<file path="src/rtl/bmp_pkg.sv">
// ----------------------------------------------------------------------------
// bmp_pkg
// Shared sizes, codes and types of the blocking message port.
// ----------------------------------------------------------------------------
package bmp_pkg;

    // sizes of the stores and of the fields
    localparam int QUEUE_DEPTH  = 16;
    localparam int WAIT_DEPTH   = 16;
    localparam int PAYLOAD_BITS = 32;
    localparam int ID_BITS      = 8;
    localparam int CAP_W        = 5;
    localparam int KIND_W       = 3;

    // pointer and count widths
    localparam int QPTR_W = (QUEUE_DEPTH > 1) ? $clog2(QUEUE_DEPTH) : 1;
    localparam int WPTR_W = (WAIT_DEPTH > 1) ? $clog2(WAIT_DEPTH) : 1;
    localparam int QCNT_W = $clog2(QUEUE_DEPTH + 1);
    localparam int WCNT_W = $clog2(WAIT_DEPTH + 1);
    localparam int CMP_W  = (QCNT_W > CAP_W) ? QCNT_W : CAP_W;

    // stream data widths, padded to whole bytes
    localparam int S_USED_W   = ID_BITS + PAYLOAD_BITS;
    localparam int S_TDATA_W  = ((S_USED_W + 7) / 8) * 8;
    localparam int M_USED_W   = 2 * ID_BITS + PAYLOAD_BITS;
    localparam int M_TDATA_W  = ((M_USED_W + 7) / 8) * 8;

    typedef enum logic
    {
        OP_SEND = 1'b0,
        OP_RECV = 1'b1
    } op_t;

    typedef enum logic [KIND_W-1:0]
    {
        KIND_DONE    = 3'd0,
        KIND_BLOCKED = 3'd1,
        KIND_WAKE_RX = 3'd2,
        KIND_WAKE_TX = 3'd3,
        KIND_FULL    = 3'd4
    } kind_t;

    // one result item
    typedef struct packed
    {
        logic [ID_BITS-1:0]      target_id;
        kind_t                   kind;
        logic [PAYLOAD_BITS-1:0] packet_out;
        logic [ID_BITS-1:0]      from_id;
        logic                    last;
    } result_t;

    // the results of one request, caller first
    typedef struct packed
    {
        result_t first;
        result_t second;
        logic    two;
    } result_pair_t;

    // wrapping pointer steps
    function automatic logic [QPTR_W-1:0] qptr_inc(input logic [QPTR_W-1:0] ptr);
        logic [QPTR_W-1:0] res;
        if (ptr == QPTR_W'(QUEUE_DEPTH - 1))
            res = '0;
        else
            res = ptr + 1'b1;
        return res;
    endfunction

    function automatic logic [WPTR_W-1:0] wptr_inc(input logic [WPTR_W-1:0] ptr);
        logic [WPTR_W-1:0] res;
        if (ptr == WPTR_W'(WAIT_DEPTH - 1))
            res = '0;
        else
            res = ptr + 1'b1;
        return res;
    endfunction

endpackage

</file>
<file path="src/rtl/bmp_core.sv">
// ----------------------------------------------------------------------------
// bmp_core
// Mailbox state: packet queue, receiver wait list, sender wait list and the
// capacity register, with the single-pass request decision.
// ----------------------------------------------------------------------------
module bmp_core
(
    input  logic                             clk,
    input  logic                             rst_n,
    input  logic                             cfg_we,
    input  logic [bmp_pkg::CAP_W-1:0]        cfg_data,
    input  logic                             fire,
    input  bmp_pkg::op_t                     op,
    input  logic [bmp_pkg::ID_BITS-1:0]      caller_id,
    input  logic [bmp_pkg::PAYLOAD_BITS-1:0] payload,
    output bmp_pkg::result_pair_t            results
);

    // capacity register
    logic [bmp_pkg::CAP_W-1:0] cap_reg;

    // packet queue
    logic [bmp_pkg::ID_BITS-1:0]      q_id_reg  [bmp_pkg::QUEUE_DEPTH];
    logic [bmp_pkg::PAYLOAD_BITS-1:0] q_pay_reg [bmp_pkg::QUEUE_DEPTH];
    logic [bmp_pkg::QPTR_W-1:0]       q_head_reg, q_tail_reg;
    logic [bmp_pkg::QCNT_W-1:0]       q_cnt_reg, q_cnt_next;

    // receiver wait list
    logic [bmp_pkg::ID_BITS-1:0]      rw_id_reg [bmp_pkg::WAIT_DEPTH];
    logic [bmp_pkg::WPTR_W-1:0]       rw_head_reg, rw_tail_reg;
    logic [bmp_pkg::WCNT_W-1:0]       rw_cnt_reg, rw_cnt_next;

    // sender wait list
    logic [bmp_pkg::ID_BITS-1:0]      sw_id_reg  [bmp_pkg::WAIT_DEPTH];
    logic [bmp_pkg::PAYLOAD_BITS-1:0] sw_pay_reg [bmp_pkg::WAIT_DEPTH];
    logic [bmp_pkg::WPTR_W-1:0]       sw_head_reg, sw_tail_reg;
    logic [bmp_pkg::WCNT_W-1:0]       sw_cnt_reg, sw_cnt_next;

    // decision signals
    logic                             q_push, q_pop, rw_push, rw_pop, sw_push, sw_pop;
    logic [bmp_pkg::ID_BITS-1:0]      q_push_id;
    logic [bmp_pkg::PAYLOAD_BITS-1:0] q_push_pay;
    logic [bmp_pkg::CMP_W-1:0]        cap_ext, cap_eff;
    logic                             q_room, q_any, rw_any, rw_full, sw_any, sw_full;
    bmp_pkg::result_pair_t            res;

    // heads of the stores
    logic [bmp_pkg::ID_BITS-1:0]      q_head_id, rw_head_id, sw_head_id;
    logic [bmp_pkg::PAYLOAD_BITS-1:0] q_head_pay, sw_head_pay;

    assign q_head_id   = q_id_reg[q_head_reg];
    assign q_head_pay  = q_pay_reg[q_head_reg];
    assign rw_head_id  = rw_id_reg[rw_head_reg];
    assign sw_head_id  = sw_id_reg[sw_head_reg];
    assign sw_head_pay = sw_pay_reg[sw_head_reg];

    // capacity clamped to the queue depth
    assign cap_ext = bmp_pkg::CMP_W'(cap_reg);
    assign cap_eff = (cap_ext > bmp_pkg::CMP_W'(bmp_pkg::QUEUE_DEPTH))
                     ? bmp_pkg::CMP_W'(bmp_pkg::QUEUE_DEPTH) : cap_ext;

    assign q_room  = bmp_pkg::CMP_W'(q_cnt_reg) < cap_eff;
    assign q_any   = q_cnt_reg != '0;
    assign rw_any  = rw_cnt_reg != '0;
    assign rw_full = rw_cnt_reg == bmp_pkg::WCNT_W'(bmp_pkg::WAIT_DEPTH);
    assign sw_any  = sw_cnt_reg != '0;
    assign sw_full = sw_cnt_reg == bmp_pkg::WCNT_W'(bmp_pkg::WAIT_DEPTH);

    // request decision
    always_comb
    begin
        q_push     = 1'b0;
        q_pop      = 1'b0;
        rw_push    = 1'b0;
        rw_pop     = 1'b0;
        sw_push    = 1'b0;
        sw_pop     = 1'b0;
        q_push_id  = caller_id;
        q_push_pay = payload;

        res.first.target_id  = caller_id;
        res.first.kind       = bmp_pkg::KIND_DONE;
        res.first.packet_out = '0;
        res.first.from_id    = '0;
        res.first.last       = 1'b1;
        res.second.target_id  = sw_head_id;
        res.second.kind       = bmp_pkg::KIND_WAKE_TX;
        res.second.packet_out = '0;
        res.second.from_id    = '0;
        res.second.last       = 1'b1;
        res.two               = 1'b0;

        case (op)
            bmp_pkg::OP_SEND:
            begin
                if (rw_any)
                begin
                    rw_pop                = 1'b1;
                    res.first.last        = 1'b0;
                    res.second.target_id  = rw_head_id;
                    res.second.kind       = bmp_pkg::KIND_WAKE_RX;
                    res.second.packet_out = payload;
                    res.second.from_id    = caller_id;
                    res.two               = 1'b1;
                end
                else if (q_room)
                begin
                    q_push = 1'b1;
                end
                else if (sw_full)
                begin
                    res.first.kind = bmp_pkg::KIND_FULL;
                end
                else
                begin
                    sw_push        = 1'b1;
                    res.first.kind = bmp_pkg::KIND_BLOCKED;
                end
            end
            bmp_pkg::OP_RECV:
            begin
                if (q_any)
                begin
                    q_pop                = 1'b1;
                    res.first.packet_out = q_head_pay;
                    res.first.from_id    = q_head_id;
                    if (sw_any)
                    begin
                        // refill from the oldest blocked sender
                        sw_pop         = 1'b1;
                        q_push         = 1'b1;
                        q_push_id      = sw_head_id;
                        q_push_pay     = sw_head_pay;
                        res.first.last = 1'b0;
                        res.two        = 1'b1;
                    end
                end
                else if (sw_any)
                begin
                    sw_pop               = 1'b1;
                    res.first.packet_out = sw_head_pay;
                    res.first.from_id    = sw_head_id;
                    res.first.last       = 1'b0;
                    res.two              = 1'b1;
                end
                else if (rw_full)
                begin
                    res.first.kind = bmp_pkg::KIND_FULL;
                end
                else
                begin
                    rw_push        = 1'b1;
                    res.first.kind = bmp_pkg::KIND_BLOCKED;
                end
            end
            default:
            begin
                res.first.kind = bmp_pkg::KIND_FULL;
            end
        endcase
    end

    assign results = res;

    // count updates
    always_comb
    begin
        q_cnt_next  = q_cnt_reg;
        rw_cnt_next = rw_cnt_reg;
        sw_cnt_next = sw_cnt_reg;
        if (q_push && !q_pop)
            q_cnt_next = q_cnt_reg + 1'b1;
        else if (q_pop && !q_push)
            q_cnt_next = q_cnt_reg - 1'b1;
        if (rw_push)
            rw_cnt_next = rw_cnt_reg + 1'b1;
        else if (rw_pop)
            rw_cnt_next = rw_cnt_reg - 1'b1;
        if (sw_push)
            sw_cnt_next = sw_cnt_reg + 1'b1;
        else if (sw_pop)
            sw_cnt_next = sw_cnt_reg - 1'b1;
    end

    // control registers
    always_ff @(posedge clk or negedge rst_n)
    begin
        if (!rst_n)
        begin
            cap_reg     <= '0;
            q_head_reg  <= '0;
            q_tail_reg  <= '0;
            q_cnt_reg   <= '0;
            rw_head_reg <= '0;
            rw_tail_reg <= '0;
            rw_cnt_reg  <= '0;
            sw_head_reg <= '0;
            sw_tail_reg <= '0;
            sw_cnt_reg  <= '0;
        end
        else
        begin
            if (cfg_we)
                cap_reg <= cfg_data;
            if (fire)
            begin
                q_cnt_reg  <= q_cnt_next;
                rw_cnt_reg <= rw_cnt_next;
                sw_cnt_reg <= sw_cnt_next;
                if (q_push)
                    q_tail_reg <= bmp_pkg::qptr_inc(q_tail_reg);
                if (q_pop)
                    q_head_reg <= bmp_pkg::qptr_inc(q_head_reg);
                if (rw_push)
                    rw_tail_reg <= bmp_pkg::wptr_inc(rw_tail_reg);
                if (rw_pop)
                    rw_head_reg <= bmp_pkg::wptr_inc(rw_head_reg);
                if (sw_push)
                    sw_tail_reg <= bmp_pkg::wptr_inc(sw_tail_reg);
                if (sw_pop)
                    sw_head_reg <= bmp_pkg::wptr_inc(sw_head_reg);
            end
        end
    end

    // store contents, written at the tails
    always_ff @(posedge clk)
    begin
        if (fire && q_push)
        begin
            q_id_reg[q_tail_reg]  <= q_push_id;
            q_pay_reg[q_tail_reg] <= q_push_pay;
        end
        if (fire && rw_push)
            rw_id_reg[rw_tail_reg] <= caller_id;
        if (fire && sw_push)
        begin
            sw_id_reg[sw_tail_reg]  <= caller_id;
            sw_pay_reg[sw_tail_reg] <= payload;
        end
    end

    // receivers only wait when nothing is queued and no sender waits
    a_rx_wait_excl: assert property (@(posedge clk) disable iff (!rst_n)
        (rw_cnt_reg != '0) |-> (q_cnt_reg == '0 && sw_cnt_reg == '0))
        else $error("receivers wait while packets or senders are available");

    // queue never exceeds its depth
    a_q_bound: assert property (@(posedge clk) disable iff (!rst_n)
        q_cnt_reg <= bmp_pkg::QCNT_W'(bmp_pkg::QUEUE_DEPTH))
        else $error("packet queue count beyond depth");

endmodule

</file>
<file path="src/rtl/bmp_out_buf.sv">
// ----------------------------------------------------------------------------
// bmp_out_buf
// Two-entry result register: holds the caller result and any wake-up
// result of one request and hands them out in order.
// ----------------------------------------------------------------------------
module bmp_out_buf
(
    input  logic                  clk,
    input  logic                  rst_n,
    input  logic                  load,
    input  bmp_pkg::result_pair_t results,
    output logic                  free,
    output logic                  out_valid,
    input  logic                  out_ready,
    output bmp_pkg::result_t      out_result
);

    logic             out0_vld_reg, out1_vld_reg;
    bmp_pkg::result_t out0_reg, out1_reg;
    logic             take;

    assign take       = out0_vld_reg && out_ready;
    assign free       = !out0_vld_reg || (!out1_vld_reg && out_ready);
    assign out_valid  = out0_vld_reg;
    assign out_result = out0_reg;

    // valid flags
    always_ff @(posedge clk or negedge rst_n)
    begin
        if (!rst_n)
        begin
            out0_vld_reg <= 1'b0;
            out1_vld_reg <= 1'b0;
        end
        else if (load)
        begin
            out0_vld_reg <= 1'b1;
            out1_vld_reg <= results.two;
        end
        else if (take)
        begin
            out0_vld_reg <= out1_vld_reg;
            out1_vld_reg <= 1'b0;
        end
    end

    // result payload
    always_ff @(posedge clk)
    begin
        if (load)
        begin
            out0_reg <= results.first;
            out1_reg <= results.second;
        end
        else if (take)
        begin
            out0_reg <= out1_reg;
        end
    end

    // a held wake-up result always has a caller result in front of it
    a_order: assert property (@(posedge clk) disable iff (!rst_n)
        out1_vld_reg |-> (out0_vld_reg && !out0_reg.last && out1_reg.last))
        else $error("wake-up result held without its caller result");

    // a non-final result is always followed by a buffered one
    a_follow: assert property (@(posedge clk) disable iff (!rst_n)
        (out0_vld_reg && !out0_reg.last) |-> out1_vld_reg)
        else $error("non-final result without a following result");

endmodule

</file>
<file path="src/rtl/blocking_message_port.sv">
// ----------------------------------------------------------------------------
// blocking_message_port
// Mailbox port with a bounded packet queue and receiver and sender wait lists.
// ----------------------------------------------------------------------------
// flow: a request is registered at acceptance, decided from the request register
//   once the result register is free, and its first result is presented from it
// throughput: one request per cycle if it gives one result and m_tready is high; one
//   with two results holds the next until its first is taken (single result port)
// reset: clears capacity, pointers, counts and valid flags; stores need no clearing
// ----------------------------------------------------------------------------
module blocking_message_port
(
    input  logic                          clk,
    input  logic                          rst_n,
    // capacity register
    input  logic                          cfg_we,
    input  logic [bmp_pkg::CAP_W-1:0]     cfg_data,
    // requests
    input  logic                          s_tvalid,
    output logic                          s_tready,
    input  logic [bmp_pkg::S_TDATA_W-1:0] s_tdata,  // caller_id, payload
    input  logic                          s_tuser,  // op
    // results
    output logic                          m_tvalid,
    input  logic                          m_tready,
    output logic [bmp_pkg::M_TDATA_W-1:0] m_tdata,  // target_id, packet_out, from_id
    output logic [bmp_pkg::KIND_W-1:0]    m_tuser,  // kind
    output logic                          m_tlast
);

    logic                             in_vld_reg;
    bmp_pkg::op_t                     in_op_reg;
    logic [bmp_pkg::ID_BITS-1:0]      in_id_reg;
    logic [bmp_pkg::PAYLOAD_BITS-1:0] in_pay_reg;
    logic                             fire, out_free;
    bmp_pkg::result_pair_t            results;
    bmp_pkg::result_t                 out_result;

    assign fire     = in_vld_reg && out_free;
    assign s_tready = !in_vld_reg || fire;

    // request register
    always_ff @(posedge clk or negedge rst_n)
    begin
        if (!rst_n)
            in_vld_reg <= 1'b0;
        else if (s_tready)
            in_vld_reg <= s_tvalid;
    end

    always_ff @(posedge clk)
    begin
        if (s_tvalid && s_tready)
        begin
            in_op_reg  <= bmp_pkg::op_t'(s_tuser);
            in_id_reg  <= s_tdata[bmp_pkg::ID_BITS-1:0];
            in_pay_reg <= s_tdata[bmp_pkg::S_USED_W-1:bmp_pkg::ID_BITS];
        end
    end

    // mailbox state and decision
    bmp_core u_core
    (
        .clk       (clk),
        .rst_n     (rst_n),
        .cfg_we    (cfg_we),
        .cfg_data  (cfg_data),
        .fire      (fire),
        .op        (in_op_reg),
        .caller_id (in_id_reg),
        .payload   (in_pay_reg),
        .results   (results)
    );

    // result register
    bmp_out_buf u_out_buf
    (
        .clk        (clk),
        .rst_n      (rst_n),
        .load       (fire),
        .results    (results),
        .free       (out_free),
        .out_valid  (m_tvalid),
        .out_ready  (m_tready),
        .out_result (out_result)
    );

    // result packing
    assign m_tdata = bmp_pkg::M_TDATA_W'({out_result.from_id, out_result.packet_out,
                                          out_result.target_id});
    assign m_tuser = out_result.kind;
    assign m_tlast = out_result.last;

endmodule
</file>
<file path="config.mk">
export PLATFORM = sky130hd
export DESIGN_NAME = blocking_message_port
export DESIGN_NICKNAME = d
export VERILOG_FILES = /design/src/rtl/bmp_pkg.sv /design/src/rtl/bmp_core.sv /design/src/rtl/bmp_out_buf.sv /design/src/rtl/blocking_message_port.sv
export SDC_FILE = /design/constraint.sdc
export NUM_CORES = 2
export LEC_CHECK = 0
export BUFFER_PORTS_ARGS = -buffer_cell sky130_fd_sc_hd__buf_4
export CELL_PAD_IN_SITES_DETAIL_PLACEMENT = 1
export CELL_PAD_IN_SITES_GLOBAL_PLACEMENT = 2
export CORE_MARGIN = 2
export CORE_UTILIZATION = 25
export DETAILED_ROUTE_END_ITERATION = 6
export PLACE_DENSITY = 0.58
export SYNTH_ARGS = -nofsm -noshare
export SYNTH_HDL_FRONTEND = slang
export SYNTH_SLANG_ARGS = --single-unit
</file>
<file path="constraint.sdc">
create_clock -name clk -period 8.18 [get_ports clk]
set_input_delay 0.409 -clock clk [delete_from_list [all_inputs] [get_ports clk]]
set_output_delay 0.409 -clock clk [all_outputs]
set_load 0.1 [all_outputs]
</file>
======== Word level (Yosys, flattened, before mapping) ========
Memories as Yosys holds them, arrays and structs flattened.
Index checks and enable logic that the tools add are counted.
W data, S select, Z words.
operators by class
  equal/unequal tests ..................... 8
  mux-type cells .......................... 64
  $lt $le $gt $ge ......................... 2
  reductions and logical operators ........ 33
  add/sub/neg operators ................... 12
  bitwise operators ....................... 2
operator list
  kind                   number
  $mux W52               3
  $mux W32               3
  $mux W41               2
  $mux W51               1
  $mux W40               1
  $mux W5                7
  $mux W1                28
  $add A4 B1 Y4 const B  6
  $eq A4 B4 Y1 const B   6
  $mux W4                6
  $mux W8                3
  $mux W3                6
  $reduce_and A2 Y1      9
  $add A5 B1 Y5 const B  3
  $reduce_bool A5 Y1     3
  $sub A5 B1 Y5 const B  3
  $eq A5 B5 Y1 const B   2
  $logic_and A1 B1 Y1    9
  $reduce_bool A2 Y1     4
  $pmux W1 S2            3
  $pmux W3 S2            1
  $gt A5 B5 Y1 const B   1
  $logic_not A1 Y1       5
  $lt A5 B5 Y1           1
  3 further kinds        5
storage, ports and cells
  output and inout port bits .............. 54
  memory bits (writable) .................. 1,408
  register bits ........................... 191
  input bits .............................. 51
  memories kept ........................... 5
  word-level logic and storage cells ...... 151
memories
  memory             words  width  read ports  clocked after memory_dff  write ports  RTL line        source
  u_core.q_pay_reg   16     32     1           0                         1            bmp_core.sv:24  logic [bmp_pkg::PAYLOAD_BITS-1:0] q_pay_reg [bmp_pkg::QUEUE_DEPTH];
  u_core.sw_pay_reg  16     32     1           0                         1            bmp_core.sv:35  logic [bmp_pkg::PAYLOAD_BITS-1:0] sw_pay_reg [bmp_pkg::WAIT_DEPTH];
  u_core.q_id_reg    16     8      1           0                         1            bmp_core.sv:23  logic [bmp_pkg::ID_BITS-1:0] q_id_reg [bmp_pkg::QUEUE_DEPTH];
  u_core.rw_id_reg   16     8      1           0                         1            bmp_core.sv:29  logic [bmp_pkg::ID_BITS-1:0] rw_id_reg [bmp_pkg::WAIT_DEPTH];
  u_core.sw_id_reg   16     8      1           0                         1            bmp_core.sv:34  logic [bmp_pkg::ID_BITS-1:0] sw_id_reg [bmp_pkg::WAIT_DEPTH];

======== Logic depth before layout (Yosys ltp) ========
  depth in word-level cells ............... 10
  mapped depth ............................ 15
  depth with buffers taken out ............ 15

======== Modules after synthesis ========
From an unflattened synthesis, not the netlist that was laid out.
second synthesis, totals
  cell total of the unflattened synthesis .. 3,034
  area total of the unflattened synthesis .. 62,636.3 um2
modules (own cells, without submodules)
  module                 instances  seq. area each (um2)  area each (um2)  cells an instance
  bmp_core               1          43,381.6              57,346.2         2,817
  bmp_out_buf            1          3,173.0               3,998.8          171
  blocking_message_port  1          1,256.2               1,291.2          46

======== Worst setup path after synthesis ========
No wires, ideal clock.
  path type ............................... register -> register
  start ................................... register u_out_buf.out0_vld_reg, in the netlist u_out_buf.out_valid
  end ..................................... register u_out_buf.out1_vld_reg
  buffers on the path ..................... 0
  arrival time ............................ 4.874 ns
  data required time ...................... 7.851 ns
  setup slack ............................. 2.977 ns
  stages on the path, launching flop included .. 3
  path through ............................ dfrtp_1 -> o21ai_0 -> o21ai_0
between the ends
  word-level cells in the longest chain between the ends .. 4
RTL lines
  what                                           RTL line                     source
  from (decl)                                    bmp_out_buf.sv:18            logic out0_vld_reg, out1_vld_reg;
  from (signal assigned)                         bmp_out_buf.sv:42            out0_vld_reg <= out1_vld_reg;
  $logic_not A1 Y1                               bmp_out_buf.sv:23            assign free = !out0_vld_reg || (!out1_vld_reg && out_ready);
  $logic_or A1 B1 Y1                             bmp_out_buf.sv:23
  $logic_and A1 B1 Y1                            blocking_message_port.sv:39  assign fire = in_vld_reg && out_free;
  $mux W1 or $reduce_bool A2 Y1 (tied branches)  n/a
  to (signal assigned)                           bmp_out_buf.sv:38            out1_vld_reg <= results.two;
  to (decl)                                      bmp_out_buf.sv:18
Parallel ways exist; a longest one is shown, timed or not.
A chain may end at the register's enable or synchronous reset.

======== Final worst setup path ========
  start ................................... register u_core.q_cnt_reg[0] in the netlist's numbering
  end ..................................... memory u_core.q_id_reg[13][1] in the netlist's numbering (enable)
between the ends
  word-level cells in the longest chain between the ends .. 7
RTL lines
  what                               RTL line         source
  from (decl)                        bmp_core.sv:26   logic [bmp_pkg::QCNT_W-1:0] q_cnt_reg, q_cnt_next;
  from (signal assigned)             bmp_core.sv:207  q_cnt_reg <= q_cnt_next;
  $lt A5 B5 Y1                       bmp_core.sv:62   assign q_room = bmp_pkg::CMP_W'(q_cnt_reg) < cap_eff;
  $mux W1                            bmp_core.sv:106  else if (q_room)
  $mux W1                            bmp_core.sv:96   if (rw_any)
  $pmux W1 S2 (*)                    bmp_core.sv:93   case (op)
  $logic_and A1 B1 Y1 (*)            bmp_core.sv:229  if (fire && q_push)
  $mux W1 (*)                        bmp_core.sv:229
  $mux W1 (not written as such) (*)  bmp_core.sv:231  q_id_reg[q_tail_reg] <= q_push_id;
  to (decl)                          bmp_core.sv:23
Every way passes the cells marked *; elsewhere a longest branch is shown, timed or not.

==> summary.txt <==
Worst setup path
  – Number of stages on the worst setup path: 7
  – Peak per-stage delay on the critical path: 0.81 ns
  – R2R cell count: 7
  – Worst EP arrival: 4.34 ns
  – Slowest stage cell on the critical path: sky130_fd_sc_hd__nor3_2
  – Required time of the critical path: 8.63 ns
  – Worst-path maximum fanout: 33
  – Crit Reg-Reg Startpoint: u_core.q_cnt_reg[0]
  – Cell family with the largest share of critical-path delay: simple AND/OR/NAND/NOR gates
  – WS Path Type: register to register
  – Kind of launch point of the worst setup path: register
  – Cell Chain, Critical Path: nor3_1 > and2_2 > buf_4 > nor3_2 > o21a_4 > and3_2 > buf_4
  – Capturing element type of the critical path: register
  – Worst flop-to-flop path endpoint: u_core.q_id_reg[13][1]
  – Reg-to-reg setup timing slack: 4.29 ns
  – Total buffers and inverters traversed by the critical path: 2
  – Top cell by count, worst path: sky130_fd_sc_hd__buf_4

Place
  – Routability Congestion: 0.730
  – Quantity of I/O buffers inserted on ports: 104
  – Post-Place Setup Slack: 4.25 ns
  – Detail Placement HPWL: 96.4 mm

Clocking
  – Skew-Pair Late Insertion Delay: 0.81 ns
  – Clock tree from TritonCTS: built
  – Clock Tree Buf Depth: 3
  – Root Buffer: sky130_fd_sc_hd__clkbuf_16
  – Inserted Clock Buffers: 157
  – Clock-pin slew on the worst setup and hold paths: 0.06 ns
  – Sink count of the clock tree: 1597
  – Number of H-tree branching levels: 4
  – Post-CTS sizing: 0

Synthesis
  – Number of synthesized register bits: 1597
  – Share of the yosys chip area belonging to registers: 75.4%
  – Number of flops mapped to enable cells by yosys: 1550
  – Post-synthesis cell type count: 69
  – Adder-cell share of the synthesized area: 0.668%
  – Total number of yosys warnings: 0
  – Synthesized netlist net count: 3250
  – Fraction of the mapped netlist area in compound gates: 3.80%
  – Post-Syn Area: 63300 um2
  – Dominant combinational cell family by area after synthesis: multiplexers
  – Parity-gate share of the synthesized area counting xor and xnor cells: 0.263%
  – Simple-gate share of the synthesized area: 3.03%
  – Async set-reset flop share out of synthesis: 2.94%
  – Share of cell area taken by muxes after synthesis: 15.3%
  – Post-synthesis area per instance: 20.0 um2
  – Most common flop cell mapped by yosys: sky130_fd_sc_hd__edfxtp_1
  – Cell count after synthesis: 3167

Floorplan
  – Core footprint: 252000 um2
  – Chip Height: 507 um
  – Std-Cell Rows: 184
  – Width of the chip: 507 um
  – Initial core utilization: 25.2%
  – Die area: 257000 um2
  – Ports placed on the boundary: 105

STA
  – Worst-Margin Slew: 1.09 ns
  – Number of setup violations in the final report: 0
  – Post-route clock period utilization: 47.6%
  – Post-layout worst setup margin: 4.29 ns
  – Post-Route Setup TNS: 0 ns
  – Slew margin rel.: 27.4%
  – Max Freq: 0.257 GHz
  – Total count of max-transition violations in the final report: 0
  – Unrepaired setup endpoints after global routing: no
  – Final Hold Violating Endpoints: 0
  – Clock period minus worst slack: 3.89 ns
  – Post-route clock skew: 0.0564 ns

Detailed routing
  – Starting DRC count in detailed routing: 2144
  – Final Routed Wirelength: 167 mm
  – Total via count in the routed design: 30700
  – DRC violation count after routing: 0
  – Wire length per cell: 24.2 um
  – Post-detailed-route via-to-cell ratio: 4.46
  – Count of antenna-violating nets left after detailed routing: 0
  – Pre-antenna DRT Iters: 5

Power and ir drop
  – Total Power: 26.0 mW
  – Power per unit of standard cell area: 351 nW/um2
  – Max IR drop VDD: 246 uV
  – Cell leakage power: 23.6 nW

GRT
  – Maximum number of pins on one net before global-route repair: 112
  – Antenna violations before repair: 2
  – Global routing usage summed across all routing layers: 12.9%
  – Global route overflow: 0
  – Vias in the first global route: 32900
  – First-pass GRT wire length: 243 mm

Worst hold path
  – Cell depth of the worst hold path: 4
  – Start point of the worst hold path: m_tready
  – Type of the tightest min-delay check: input port to register
  – Hold path endpoint: in_vld_reg

Layout
  – Area grow syn2layout: 16.9%
  – Final #Nets: 3502
  – Share of cells above drive strength 1: 26.8%

Status
  – Run status: finished clean

Run
  – Max_cap viols: 0
## metal layers
metal | GRT usage, % | part of all wire, %
met1 | 17.6 | 45
met2 | 21.1 | 48
met3 | 1.87 | 3.6
met4 | 4.46 | 3.0
met5 | 0 | 0
## kinds of logic after synthesis
group           count (synthesis)
simple gates                  386
buf+inv                       218
xor+xnor                       19
compound gates                366
fa+ha+maj                      32
mux                           549
flops                        1597
## worst max path at each step
stage | endpoint | start | slack [ns]
final | u_core.q_id_reg[13][1] | u_core.q_cnt_reg[0] | 4.29
after detailed placement | u_core.q_id_reg[13][0] | u_core.q_cnt_reg[0] | 4.25
after global routing | u_core.q_id_reg[13][1] | u_core.q_cnt_reg[0] | 4.08
after CTS | u_core.q_id_reg[13][1] | u_core.q_cnt_reg[0] | 4.21
after global placement | u_core.q_id_reg[13][7] | u_core.q_cnt_reg[0] | 4.27
after floorplan | u_out_buf.out1_vld_reg | u_out_buf.out_valid | 2.98
## worst reg2reg max path, cell delays in order, from the launching register on
cell and delay [ns]:
sky130_fd_sc_hd__dfrtp_1 0.46, sky130_fd_sc_hd__nor3_1 0.12, sky130_fd_sc_hd__and2_2 0.20, sky130_fd_sc_hd__buf_4 0.26, sky130_fd_sc_hd__nor3_2 0.81, sky130_fd_sc_hd__o21a_4 0.36, sky130_fd_sc_hd__and3_2 0.73, sky130_fd_sc_hd__buf_4 0.57
## stage by stage
stage                     hold WS, ns  util (%)  cells  instance area [um2]
after floorplan                 0.113         -   3167                63300
after global placement          0.494      27.2   6554                68500
after detailed placement        0.496      27.2   6554                68500
after CTS                     0.00424      29.4   6885                74000
after global routing           0.0711      29.4   6886                74000
final                          0.0607      29.4   6888                74000
## where the power goes
part | total (mW) | leakage, nW | switching (mW) | internal, mW
sequential | 11.0 | 14.6 | 0.726 | 10.2
combinational | 7.90 | 6.57 | 4.93 | 2.97
clock | 7.12 | 2.41 | 3.12 | 4.00
## cell type report
cell class | count | area, um2
clock buffers | 199 | 4210
repair buffers | 272 | 2240
fillers | 25600 | 178000
clock inverters | 78 | 754
well taps | 3348 | 4190
diodes | 3 | 7.51
multi-input cells | 1352 | 14700
flip-flops and latches | 1597 | 47800
inverters | 39 | 146
## cells in the final DEF (no fill, tap or decap), drive strengths merged, types with 8 or more instances in the layout
cell / n
xnor2: 12
nor4: 24
mux2i: 116
clkbuf: 199
bufinv: 11
buf: 218
and2: 52
o21a: 13
and3: 40
a21oi: 157
nand3: 21
dfrtp: 47
ha: 29
nand2: 131
mux4: 323
a31oi: 13
o221ai: 11
nand2b: 8
nor2: 71
a32oi: 9
clkinv: 51
a2111oi: 12
o211ai: 10
edfxtp: 1550
nor3: 21
nor2b: 8
inv: 48
a22oi: 31
a221o: 11
dlygate4sd3: 54
mux2: 110
a21o: 13
o22ai: 12
o21ai: 48
## what timing repair did
action | 4_1_cts | 5_1_grt
hold buffers | 54 | 0
setup buffers | 0 | 0
endpoints found under the hold margin | 94 | 0
## cells in the mapped netlist, types with 3 or more instances
library cell	number	area share (%)
sky130_fd_sc_hd__dfrtp_1	47	1.9
sky130_fd_sc_hd__nor2_1	70	0.41
sky130_fd_sc_hd__buf_1	14	0.083
sky130_fd_sc_hd__nor4_1	23	0.23
sky130_fd_sc_hd__o211ai_1	10	0.12
sky130_fd_sc_hd__o221ai_1	11	0.15
sky130_fd_sc_hd__a2bb2oi_1	4	0.055
sky130_fd_sc_hd__a21o_1	12	0.14
sky130_fd_sc_hd__o22ai_1	11	0.11
sky130_fd_sc_hd__nor3_1	19	0.15
sky130_fd_sc_hd__and2_1	52	0.51
sky130_fd_sc_hd__edfxtp_1	1550	74
sky130_fd_sc_hd__a31oi_1	13	0.13
sky130_fd_sc_hd__nand2b_1	8	0.079
sky130_fd_sc_hd__xnor2_1	12	0.17
sky130_fd_sc_hd__a22oi_1	31	0.37
sky130_fd_sc_hd__a221oi_1	7	0.097
sky130_fd_sc_hd__mux4_2	323	11
sky130_fd_sc_hd__mux2i_1	116	1.8
sky130_fd_sc_hd__clkbuf_1	77	0.46
sky130_fd_sc_hd__inv_1	37	0.22
sky130_fd_sc_hd__nand2_1	131	0.78
sky130_fd_sc_hd__nor2b_1	8	0.079
sky130_fd_sc_hd__xor2_1	7	0.097
sky130_fd_sc_hd__o21a_1	12	0.14
sky130_fd_sc_hd__mux2_2	107	1.9
sky130_fd_sc_hd__a221o_1	11	0.17
sky130_fd_sc_hd__o21ai_0	47	0.37
sky130_fd_sc_hd__buf_4	15	0.18
sky130_fd_sc_hd__a2111oi_2	11	0.26
sky130_fd_sc_hd__buf_2	66	0.52
sky130_fd_sc_hd__a21oi_1	157	1.2
sky130_fd_sc_hd__and3_1	40	0.40
sky130_fd_sc_hd__nand3_1	21	0.17
sky130_fd_sc_hd__mux2_4	3	0.071
sky130_fd_sc_hd__buf_6	6	0.11
sky130_fd_sc_hd__a32oi_1	9	0.12
sky130_fd_sc_hd__nand4_1	4	0.040
sky130_fd_sc_hd__ha_1	29	0.57
sky130_fd_sc_hd__fa_1	3	0.095
Power figures use the tool's default switching activity.
